===== config.mk =====
export PLATFORM = sky130hd
export DESIGN_NAME = prime_filter_top_k_tracker
export DESIGN_NICKNAME = d
export VERILOG_FILES = /design/src/rtl/pftk_pkg.sv /design/src/rtl/pftk_rem.sv /design/src/rtl/pftk_list.sv /design/src/rtl/prime_filter_top_k_tracker.sv
export SDC_FILE = /design/constraint.sdc
export NUM_CORES = 2
export LEC_CHECK = 0
export ABC_AREA = 1
export BUFFER_PORTS_ARGS = -buffer_cell sky130_fd_sc_hd__buf_2
export CORE_ASPECT_RATIO = 0.6
export CORE_MARGIN = 4
export CORE_UTILIZATION = 45
export DETAILED_ROUTE_END_ITERATION = 8
export GPL_ROUTABILITY_DRIVEN = 0
export HOLD_SLACK_MARGIN = 0.02
export PLACE_DENSITY_LB_ADDON = 0.1
export SYNTH_ARGS = -nofsm -noshare
export SYNTH_HDL_FRONTEND = slang
export SYNTH_SLANG_ARGS = --single-unit

===== constraint.sdc =====
create_clock -name i_clk -period 11.3 [get_ports i_clk]
set_clock_uncertainty 0.05 [all_clocks]
set_input_delay 2.26 -clock i_clk [delete_from_list [all_inputs] [get_ports i_clk]]
set_output_delay 2.26 -clock i_clk [all_outputs]
set_load 0.02 [all_outputs]

===== src/rtl/pftk_pkg.sv =====
// ----------------------------------------------------------------------------
// pftk_pkg
// shared types and constants of the prime filter and top-k tracker
// ----------------------------------------------------------------------------
package pftk_pkg;

    localparam int CAND_W  = 31;               // candidate and list value width
    localparam int COUNT_W = 31;
    localparam int TOTAL_W = 63;
    localparam int DIV_W   = 17;               // trial divisor width, d*d < 2^31
    localparam int REM_W   = DIV_W + 1;
    localparam int SQ_W    = 2 * DIV_W;
    localparam int ODATA_W = 128;

    localparam logic [DIV_W-1:0] C_DIV_THREE = 17'd3;
    localparam logic [DIV_W-1:0] C_DIV_FIRST = 17'd5;
    localparam logic [DIV_W-1:0] C_DIV_PAIR  = 17'd2;
    localparam logic [DIV_W-1:0] C_DIV_STEP  = 17'd6;

    localparam logic [COUNT_W-1:0] C_COUNT_MAX = '1;
    localparam logic [TOTAL_W-1:0] C_TOTAL_MAX = '1;

    localparam logic C_KIND_TEST = 1'b0;
    localparam logic C_KIND_LIST = 1'b1;

    typedef enum logic [3:0] {
        ST_IDLE,
        ST_PRE,
        ST_WAIT3,
        ST_MUL,
        ST_CMP,
        ST_WAITA,
        ST_WAITB,
        ST_UPD,
        ST_RES,
        ST_LIST
    } t_state;

    typedef struct packed {
        logic             start;
        logic [DIV_W-1:0] divisor;
    } t_rem_req;

    typedef struct packed {
        logic done;
        logic zero;
    } t_rem_rsp;

endpackage


===== src/rtl/pftk_rem.sv =====
// ----------------------------------------------------------------------------
// pftk_rem
// restoring remainder unit, one dividend bit per cycle
// ----------------------------------------------------------------------------
module pftk_rem
    import pftk_pkg::*;
(
    input  logic              i_clk,
    input  logic              i_rst_n,
    input  logic [CAND_W-1:0] i_dividend,
    input  t_rem_req          i_req,
    output t_rem_rsp          o_rsp
);

    localparam int CNT_W = $clog2(CAND_W + 1);

    logic              r_busy, n_busy;
    logic              r_done, n_done;
    logic [CNT_W-1:0]  r_cnt, n_cnt;
    logic [CAND_W-1:0] r_dvd, n_dvd;
    logic [DIV_W-1:0]  r_dvs, n_dvs;
    logic [REM_W-1:0]  r_rem, n_rem;
    logic [REM_W-1:0]  w_trial;

    assign w_trial = {r_rem[REM_W-2:0], r_dvd[CAND_W-1]};

    always_comb begin
        n_busy = r_busy;
        n_done = 1'b0;
        n_cnt  = r_cnt;
        n_dvd  = r_dvd;
        n_dvs  = r_dvs;
        n_rem  = r_rem;
        if (i_req.start) begin
            n_busy = 1'b1;
            n_cnt  = CNT_W'(CAND_W);
            n_dvd  = i_dividend;
            n_dvs  = i_req.divisor;
            n_rem  = '0;
        end else if (r_busy) begin
            // shift in one bit, subtract when it fits
            if (w_trial >= {1'b0, r_dvs}) begin
                n_rem = w_trial - {1'b0, r_dvs};
            end else begin
                n_rem = w_trial;
            end
            n_dvd = {r_dvd[CAND_W-2:0], 1'b0};
            n_cnt = r_cnt - CNT_W'(1);
            if (r_cnt == CNT_W'(1)) begin
                n_busy = 1'b0;
                n_done = 1'b1;
            end
        end
    end

    always_ff @(posedge i_clk) begin
        if (!i_rst_n) begin
            r_busy <= 1'b0;
            r_done <= 1'b0;
            r_cnt  <= '0;
        end else begin
            r_busy <= n_busy;
            r_done <= n_done;
            r_cnt  <= n_cnt;
        end
        r_dvd <= n_dvd;
        r_dvs <= n_dvs;
        r_rem <= n_rem;
    end

    assign o_rsp.done = r_done;
    assign o_rsp.zero = (r_rem == '0);

endmodule


===== src/rtl/pftk_list.sv =====
// ----------------------------------------------------------------------------
// pftk_list
// descending list of the largest primes, with a registered sorted insert
// ----------------------------------------------------------------------------
module pftk_list
    import pftk_pkg::*;
#(
    parameter int LIST_DEPTH = 10
) (
    input  logic                                         i_clk,
    input  logic                                         i_rst_n,
    input  logic                                         i_ins,
    input  logic [CAND_W-1:0]                            i_val,
    input  logic [((LIST_DEPTH > 1) ? $clog2(LIST_DEPTH) : 1)-1:0] i_rd_idx,
    output logic [CAND_W-1:0]                            o_rd_val,
    output logic [$clog2(LIST_DEPTH + 1)-1:0]            o_fill
);

    localparam int FILL_W = $clog2(LIST_DEPTH + 1);

    logic [CAND_W-1:0] r_list [LIST_DEPTH];
    logic [CAND_W-1:0] n_list [LIST_DEPTH];
    logic [FILL_W-1:0] r_fill;
    logic [LIST_DEPTH-1:0] w_ge;
    logic              w_full;

    assign w_full = (r_fill == FILL_W'(LIST_DEPTH));

    // each entry looks at itself and its upper neighbour only
    for (genvar j = 0; j < LIST_DEPTH; j++) begin : g_ent
        assign w_ge[j] = (FILL_W'(j) < r_fill) && (r_list[j] >= i_val);
        if (j == 0) begin : g_top
            assign n_list[j] = w_ge[j] ? r_list[j] : i_val;
        end else begin : g_rest
            assign n_list[j] = w_ge[j]     ? r_list[j]   :
                               w_ge[j - 1] ? i_val       : r_list[j - 1];
        end
    end

    always_ff @(posedge i_clk) begin
        if (!i_rst_n) begin
            r_fill <= '0;
        end else if (i_ins && !w_full) begin
            r_fill <= r_fill + FILL_W'(1);
        end
        if (i_ins) begin
            r_list <= n_list;
        end
    end

    assign o_rd_val = r_list[i_rd_idx];
    assign o_fill   = r_fill;

endmodule


===== src/rtl/prime_filter_top_k_tracker.sv =====
// ----------------------------------------------------------------------------
// prime_filter_top_k_tracker
// trial-division prime test with running count, sum and largest-k list
// ----------------------------------------------------------------------------
// usage
//   s_axis: one candidate request per item, tdata[30:0] candidate, tlast asks
//   for the stored list after the test result
//   m_axis: tuser 0 = test result, 1 = list entry (smallest first); tlast
//   marks the last result of a request
// sequence
//   s_axis_tready is high only while idle; one request is worked at a time
//   values below 4 and even values skip the trial loop and go straight to the
//   update and result states; others first test by 3, then per divisor pair
//   square, compare and up to two remainders on the one shared remainder unit,
//   for roughly sqrt(n)/6 pairs; then the test result and, for a final item,
//   the list entries, each held in the output register while m_axis_tready is low
// reset
//   synchronous active low; clears count, sum and list fill, drops tvalid
// stall
//   results sit in one output register; the sequencer waits while it is full
//   and m_axis_tready is low, nothing is lost
// ----------------------------------------------------------------------------
module prime_filter_top_k_tracker
    import pftk_pkg::*;
#(
    parameter int LIST_DEPTH = 10,
    parameter int VALUE_BITS = 31
) (
    input  logic               i_clk,
    input  logic               i_rst_n,
    input  logic               s_axis_tvalid,
    output logic               s_axis_tready,
    input  logic [31:0]        s_axis_tdata,   // [30:0] candidate, [31] zero
    input  logic               s_axis_tlast,   // final_item
    output logic               m_axis_tvalid,
    input  logic               m_axis_tready,
    output logic [ODATA_W-1:0] m_axis_tdata,   // [0] prime_flag, [31:1] prime_count,
                                               // [94:32] prime_total,
                                               // [125:95] list_value, [127:126] zero
    output logic               m_axis_tuser,   // kind
    output logic               m_axis_tlast    // end_of_run
);

    localparam int FILL_W = $clog2(LIST_DEPTH + 1);
    localparam int IDX_W  = (LIST_DEPTH > 1) ? $clog2(LIST_DEPTH) : 1;
    localparam logic [CAND_W-1:0] VMASK =
        (VALUE_BITS >= CAND_W) ? {CAND_W{1'b1}} : CAND_W'((64'd1 << VALUE_BITS) - 64'd1);

    t_state r_state, n_state;

    logic [CAND_W-1:0]  r_n, n_n;
    logic               r_fin, n_fin;
    logic               r_isp, n_isp;
    logic [DIV_W-1:0]   r_d, n_d;
    logic [SQ_W-1:0]    r_sq, n_sq;
    logic [COUNT_W-1:0] r_count, n_count;
    logic [TOTAL_W-1:0] r_total, n_total;
    logic [IDX_W-1:0]   r_idx, n_idx;

    logic               r_ovalid, n_ovalid;
    logic [ODATA_W-1:0] r_odata, n_odata;
    logic               r_ouser, n_ouser;
    logic               r_olast, n_olast;

    t_rem_req           w_req;
    t_rem_rsp           w_rsp;
    logic               w_ins;
    logic [CAND_W-1:0]  w_rd_val;
    logic [FILL_W-1:0]  w_fill;
    logic               w_out_free;
    logic               w_small;
    logic               w_trivial_no;
    logic [TOTAL_W:0]   w_sum;

    assign w_out_free   = !r_ovalid || m_axis_tready;
    assign w_small      = (r_n == CAND_W'(2)) || (r_n == CAND_W'(3));
    assign w_trivial_no = (r_n < CAND_W'(2)) || !r_n[0];
    assign w_sum        = {1'b0, r_total} + {{(TOTAL_W - CAND_W + 1){1'b0}}, r_n};

    // shared remainder unit, used for n mod 3 and every trial divisor
    pftk_rem u_rem (
        .i_clk      (i_clk),
        .i_rst_n    (i_rst_n),
        .i_dividend (r_n),
        .i_req      (w_req),
        .o_rsp      (w_rsp)
    );

    pftk_list #(
        .LIST_DEPTH (LIST_DEPTH)
    ) u_list (
        .i_clk    (i_clk),
        .i_rst_n  (i_rst_n),
        .i_ins    (w_ins),
        .i_val    (r_n),
        .i_rd_idx (r_idx),
        .o_rd_val (w_rd_val),
        .o_fill   (w_fill)
    );

    // next state
    always_comb begin
        n_state = r_state;
        case (r_state)
            ST_IDLE: begin
                if (s_axis_tvalid) begin
                    n_state = ST_PRE;
                end
            end
            ST_PRE: begin
                n_state = (w_small || w_trivial_no) ? ST_UPD : ST_WAIT3;
            end
            ST_WAIT3: begin
                if (w_rsp.done) begin
                    n_state = w_rsp.zero ? ST_UPD : ST_MUL;
                end
            end
            ST_MUL: n_state = ST_CMP;
            ST_CMP: begin
                n_state = (r_sq > {{(SQ_W - CAND_W){1'b0}}, r_n}) ? ST_UPD : ST_WAITA;
            end
            ST_WAITA: begin
                if (w_rsp.done) begin
                    n_state = w_rsp.zero ? ST_UPD : ST_WAITB;
                end
            end
            ST_WAITB: begin
                if (w_rsp.done) begin
                    n_state = w_rsp.zero ? ST_UPD : ST_MUL;
                end
            end
            ST_UPD: n_state = ST_RES;
            ST_RES: begin
                if (w_out_free) begin
                    n_state = (r_fin && (w_fill != '0)) ? ST_LIST : ST_IDLE;
                end
            end
            ST_LIST: begin
                if (w_out_free && (r_idx == '0)) begin
                    n_state = ST_IDLE;
                end
            end
            default: n_state = ST_IDLE;
        endcase
    end

    // datapath and outputs
    always_comb begin
        n_n         = r_n;
        n_fin       = r_fin;
        n_isp       = r_isp;
        n_d         = r_d;
        n_sq        = r_sq;
        n_count     = r_count;
        n_total     = r_total;
        n_idx       = r_idx;
        n_ovalid    = r_ovalid && !m_axis_tready;
        n_odata     = r_odata;
        n_ouser     = r_ouser;
        n_olast     = r_olast;
        w_req       = '0;
        w_ins       = 1'b0;
        case (r_state)
            ST_IDLE: begin
                if (s_axis_tvalid) begin
                    n_n   = s_axis_tdata[CAND_W-1:0] & VMASK;
                    n_fin = s_axis_tlast;
                end
            end
            ST_PRE: begin
                n_isp = w_small;
                if (!w_small && !w_trivial_no) begin
                    w_req.start   = 1'b1;
                    w_req.divisor = C_DIV_THREE;
                end
                n_d = C_DIV_FIRST;
            end
            ST_WAIT3: begin
                if (w_rsp.done) begin
                    n_isp = 1'b0;
                end
            end
            ST_MUL: n_sq = SQ_W'(r_d) * SQ_W'(r_d);
            ST_CMP: begin
                if (r_sq > {{(SQ_W - CAND_W){1'b0}}, r_n}) begin
                    n_isp = 1'b1;
                end else begin
                    w_req.start   = 1'b1;
                    w_req.divisor = r_d;
                end
            end
            ST_WAITA: begin
                if (w_rsp.done && !w_rsp.zero) begin
                    w_req.start   = 1'b1;
                    w_req.divisor = r_d + C_DIV_PAIR;
                end
            end
            ST_WAITB: begin
                if (w_rsp.done) begin
                    n_d = r_d + C_DIV_STEP;
                end
            end
            ST_UPD: begin
                if (r_isp) begin
                    w_ins = 1'b1;
                    if (r_count != C_COUNT_MAX) begin
                        n_count = r_count + COUNT_W'(1);
                    end
                    n_total = w_sum[TOTAL_W] ? C_TOTAL_MAX : w_sum[TOTAL_W-1:0];
                end
            end
            ST_RES: begin
                if (w_out_free) begin
                    n_ovalid = 1'b1;
                    n_ouser  = C_KIND_TEST;
                    n_olast  = !(r_fin && (w_fill != '0));
                    n_odata  = {2'b00, {CAND_W{1'b0}}, r_total, r_count, r_isp};
                    n_idx    = IDX_W'(w_fill - FILL_W'(1));
                end
            end
            ST_LIST: begin
                if (w_out_free) begin
                    n_ovalid = 1'b1;
                    n_ouser  = C_KIND_LIST;
                    n_olast  = (r_idx == '0);
                    n_odata  = {2'b00, w_rd_val, r_total, r_count, 1'b0};
                    n_idx    = r_idx - IDX_W'(1);
                end
            end
            default: begin
            end
        endcase
    end

    always_ff @(posedge i_clk) begin
        if (!i_rst_n) begin
            r_state  <= ST_IDLE;
            r_count  <= '0;
            r_total  <= '0;
            r_ovalid <= 1'b0;
        end else begin
            r_state  <= n_state;
            r_count  <= n_count;
            r_total  <= n_total;
            r_ovalid <= n_ovalid;
        end
        r_n     <= n_n;
        r_fin   <= n_fin;
        r_isp   <= n_isp;
        r_d     <= n_d;
        r_sq    <= n_sq;
        r_idx   <= n_idx;
        r_odata <= n_odata;
        r_ouser <= n_ouser;
        r_olast <= n_olast;
    end

    assign s_axis_tready = (r_state == ST_IDLE);
    assign m_axis_tvalid = r_ovalid;
    assign m_axis_tdata  = r_odata;
    assign m_axis_tuser  = r_ouser;
    assign m_axis_tlast  = r_olast;

endmodule


Word level (Yosys, flattened, before mapping)
Index checks and enable logic that the tools add are counted.
{ "word_totals": {"output_inout_bits": 132, "in_bits": 37, "wordCells": 214, "ff_bits": 704} }
{ "op_classes": {"eq_ne": 23, "bitwise": 13, "n_mux": 58, "mul": 1, "magnitude_cmp": 24, "reduce_logical": 56, "n_addsub": 9} }
{ "op_table": {"columns": ["operator", "n"], "rows": [
  ["two-way mux 31 bit", 13],
  ["greater-or-equal comparator 31 bit", 10],
  ["two-way mux 128 bit", 2],
  ["one-hot mux 128 bit (2 select lines)", 1],
  ["binary-select mux 31 bit (select 4 bit)", 1],
  ["two-way mux 18 bit", 4],
  ["adder 63 x 31 -> 64 bit", 1],
  ["two-way mux 63 bit", 1],
  ["equality test 31 x 2 -> 1 bit, second input constant", 2],
  ["one-hot mux 18 bit (3 select lines)", 1],
  ["one-hot mux 4 bit (9 select lines)", 1],
  ["greater-than comparator 34 x 31 -> 1 bit", 1],
  ["multiplier 17 x 17 -> 34 bit", 1],
  ["one-hot mux 17 bit (2 select lines)", 1],
  ["two-way mux 4 bit", 8],
  ["adder 31 x 1 -> 31 bit, second input constant", 1],
  ["less-than comparator 31 x 2 -> 1 bit, second input constant", 1],
  ["!= test 31 bit, second input constant", 1],
  ["AND reduction 2 bit", 13],
  ["greater-or-equal comparator 18 x 17 -> 1 bit", 1],
  ["logical NOT 18 bit", 1],
  ["subtractor 18 x 17 -> 18 bit", 1],
  ["adder 17 x 2 -> 17 bit, second input constant", 1],
  ["adder 17 x 3 -> 17 bit, second input constant", 1],
  ["36 further kinds", 115]
]} }

Depth between registers and ports, before layout
{ "logic_depth": {"depth_word": 7, "depth_mapped": 26, "mapped_depth_nobuf": 25} }

Cells and area by module
A second synthesis with hierarchy kept.
{ "unflattened": {"cells_unflattened": 6599, "hier_area_um2": 53548.9} }
{ "modules_own_cells": {"columns": ["mod", "seq_area_each_um2", "cells_per_inst", "instances", "area_per_inst_um2"], "rows": [
  ["prime_filter_top_k_tracker", 8378.0, 3008, 1, 25000.2],
  ["pftk_list", 9389.0, 3023, 1, 24222.0],
  ["pftk_rem", 1941.9, 568, 1, 4326.6]
]} }

Least setup slack after synthesis
Ideal clock, no wire load.
{ "synth_path": {"path_type": "input -> register", "from": "input m_axis_tready", "to": "register r_odata[0] (netlist: m_axis_tdata[0]), enable pin", "cell_stages": 2, "arrival_ns": 7.785, "path_buffers": 0, "setup_ns": 0.625, "slack_ns": 2.840, "path_cell_list": "nor2_1 > nor2_1"} }
{ "synth_between": {"elab_chain_len": 3} }
{ "synth_rtl": {"columns": ["element", "line", "source"], "rows": [
  ["start, declared", "prime_filter_top_k_tracker.sv:36", "input logic m_axis_tready,"],
  ["logical OR 1 bit (*)", "prime_filter_top_k_tracker.sv:75", "assign w_out_free = !r_ovalid || m_axis_tready;"],
  ["!= test 2 bit (no source line)", null, null],
  ["AND reduction 3 bit (no source line) (*)", null, null],
  ["end signal, assigned", "prime_filter_top_k_tracker.sv:253", "r_odata <= n_odata;"],
  ["end, declared", "prime_filter_top_k_tracker.sv:61", "logic [ODATA_W-1:0] r_odata, n_odata;"]
]} }
Every way passes the cells marked *; elsewhere a longest branch is shown, timed or not.
A chain may end at the register's enable or synchronous reset.

Final worst setup path
{ "layout_path": {"from": "register r_d[1]", "to": "register r_sq[25] (data pin)"} }
{ "layout_between": {"elab_chain_len": 1} }
{ "layout_rtl": {"columns": ["element", "line", "source"], "rows": [
  ["start, declared", "prime_filter_top_k_tracker.sv:54", "logic [DIV_W-1:0] r_d, n_d;"],
  ["start signal, assigned", "prime_filter_top_k_tracker.sv:250", "r_d <= n_d;"],
  ["multiplier 17 x 17 -> 34 bit", "prime_filter_top_k_tracker.sv:183", "ST_MUL: n_sq = SQ_W'(r_d) * SQ_W'(r_d);"],
  ["end signal, assigned", "prime_filter_top_k_tracker.sv:251", "r_sq <= n_sq;"],
  ["end, declared", "prime_filter_top_k_tracker.sv:55", "logic [SQ_W-1:0] r_sq, n_sq;"]
]} }
No other way between the ends.

==> run metrics <==
status finished clean; initial antenna violation count 5; worst hold path type flip-flop to flip-flop; die area 120,000 sq um; routed wire length 171 mm; largest family of logic cells by synthesized area simple AND/OR/NAND/NOR gates; XOR/XNOR share of the synthesized area 0.0192; Yosys reg bits 699; RSZ-0062 raised after global routing false; Post-CTS Resized 0; sum of negative setup slack 0 ns; Crit path top cell by count inv_1; post-synthesis mux area share 0.000194; Core Footprint 113,000 sq um; worst hold slack 0.408 ns; WP data required 11.68 ns; Synth Area per Inst 8.37 sq um; post-synth cell types 59; root buffer cell clkbuf_16; R2R Path End r_sq[25]$_DFFE_PP_; vias in the first global route 41,100; worst slew pin tran 1.25 ns; Area Growth Syn to Fin 9.66%; Routed wire per std cell 21.8 microns; Min-Delay Endpoint m_axis_tdata[4]$_DFFE_PP_; slowest stage delay, CP 0.95 ns; fin crit period 6.80 ns; Worst setup EP type flip-flop; WS Path Type flip-flop to flip-flop; Site Rows 95; first-pass iteration count of the detailed router 6; top achievable clock speed 0.147 GHz; pin count of the biggest net entering global routing 131; asr flop ratio synth 0; Setup Buffers After CTS 0; Starting Density 0.457; Final Util 0.502; Fin. Hold Viols 0; routed vias/inst 5.66; insertion delay to the later sink of the worst-skew pair 0.69 ns; share of cells above drive strength 1 0.0727; Synth Warn # 0; Worst Min Path Start r_count[3]$_SDFFE_PN0P_; cells after synthesis 6,174; deepest clock path buffer count 3; CTS tree done; Layout Nets 6,994; final instance area 56,600 sq um; CTS Buf Count 73; CP max stage cell edfxtp_1; die extent in y 270 microns; first-pass GRT wire length 257 mm; DR DRC count 0; Worst EP arrival 7.18 ns; clk sinks 699; Post-synth top flop edfxtp_1; multi-input logic area 28,200 sq um; global route overflow 0; CP cell instances inv_1 -> o21ai_0 -> inv_1 -> ha_1 -> inv_1 -> fa_1 -> inv_1 -> fa_1 -> fa_1 -> fa_1 -> inv_1 -> fa_1 -> inv_1 -> ha_1 -> nand2_1 -> nand2_1 -> a31oi_1 -> o21ai_0 -> a21oi_1 -> o21ai_1 -> nand2_1 -> nand2_1 -> xor2_1; Boundary Pins 169; vias 44,200; chip width 445 microns; register area 19,700 sq um; synthesized area 51,700 sq um; Worst R2R Path Depth 23; Final Cycle Share 0.601; setup violators final 0; Worst-path clk slew 0.07 ns; Post-synth EDFFs 571; # fillers 10,700; sequential area share after synthesis 0.382; Adder-Cell Fraction of Synth Area 0.198; worst r2r src r_d[1]$_SDFFCE_PN0P_; Setup crit start kind flip-flop; complex-gate fraction of the synthesized area 0.100; htree depth 3; pins over their slew limit 0; # hold bufs at CTS 0; post-placement cell area 54,100 sq um; slew margin rel. 0.167; total of max-cap violations 0; Initial DRC Count 5,271; number of port buffers 165; Final HPWL DP 131 mm; Post-Synth Simple-Gate Area 0.225; global-route usage over all layers 0.279; DRT antenna net count 0; FF-to-FF setup slack 4.50 ns; ant diodes 0; hold path depth 0; Worst Path Max Fanout 19
## cells in the final DEF (no fill, tap or decap), types with 65 or more instances in the layout
cell       count
nand2_1     1598
a21oi_1      338
nor3_1        65
buf_4         92
edfxtp_1     571
clkbuf_16     76
fa_1         194
nand4_1      126
inv_1        713
xor2_1        67
dfxtp_1      128
nor2_1       465
buf_2        165
ha_1         507
o21ai_0      328
nand3_1      377
## cell usage after synthesis (all sizes together) (108+ instances only)
cell type | count | area share
nand2 | 1609 | 0.12
inv | 728 | 0.053
edfxtp | 571 | 0.33
ha | 507 | 0.12
nor2 | 475 | 0.035
nand3 | 392 | 0.040
o21ai | 367 | 0.036
a21oi | 351 | 0.034
fa | 194 | 0.075
clkbuf | 144 | 0.010
dfxtp | 128 | 0.050
nand4 | 128 | 0.016
buf | 108 | 0.012
## final cells by class
| type | count | area share |
|---|---|---|
| clock buffer | 87 | 0.0348 |
| sequential | 699 | 0.348 |
| timing repair buffer | 258 | 0.0271 |
| clock inverter | 48 | 0.0106 |
| inverter | 732 | 0.0486 |
| tap | 1503 | 0.0332 |
| multi-input combinational | 4492 | 0.498 |
## worst max-delay path by stage
stage / slack, ns / startpoint / depth (start not counted) / endpoint
finish: 4.50 / r_d[1]$_SDFFCE_PN0P_ / 23 / r_sq[25]$_DFFE_PP_
global placement: 4.66 / r_d[1]$_SDFFCE_PN0P_ / 23 / r_sq[25]$_DFFE_PP_
detailed placement: 4.62 / r_d[12]$_SDFFCE_PN0P_ / 19 / r_sq[26]$_DFFE_PP_
global route: 4.15 / r_d[1]$_SDFFCE_PN0P_ / 23 / r_sq[25]$_DFFE_PP_
floorplan: 2.84 / m_axis_tready / 2 / m_axis_tdata[0]$_SDFFCE_PP0P_
CTS: 4.60 / r_d[12]$_SDFFCE_PN0P_ / 19 / r_sq[26]$_DFFE_PP_
## registers in the layout, indices dropped and copies added, names as in the netlist, 4 cells and up
name	count
m_axis_tdata	126
r_count	31
r_d	16
r_idx	4
r_n	31
r_sq	32
r_state	4
r_total	63
u_list.o_fill	4
u_list.r_list	310
u_rem.r_cnt	5
u_rem.r_dvd	31
u_rem.r_dvs	17
u_rem.r_rem	18
## through the flow
step	setup slack (ns)	std cells
final	4.50	7819
after global routing	4.15	7819
after CTS	4.60	7819
after detailed placement	4.62	7684
after global placement	4.66	7684
after floorplan	2.84	6175
## cells by family (layout without fill, tap and decap cells)
group,count (synthesis),after routing
AO/OA/AOI/OAI,927,927
XOR/XNOR,113,113
AND/OR/NAND/NOR,2748,2748
other,1,2
flip-flops,699,699
adder cells (fa/ha/maj),701,701
multiplexers,1,1
buffers and inverters,984,1125
## layer usage
layer	global-route usage	vias to the layer above	routed length, microns	part of all wire
met5	0	-	0	0
met4	0.0442	0	2420	0.014
met3	0.0968	133	23500	0.14
met2	0.336	2163	59400	0.35
met1	0.466	21000	85500	0.50
li1	-	21000	-	-
## critical path, delay by kind of cell, from the launching register on
family	cells	cell delay (ns)
buffers and inverters	6	0.65
and+or+nand+nor	4	0.34
AOI/OAI and AO/OA	5	1.16
xor gates and xnor gates	1	0.14
DFF	1	0.95
adders and majority gates	7	3.27
Power is not shown: default switching activity piles up to over one toggle a cycle in this logic, so the estimate is an artifact.
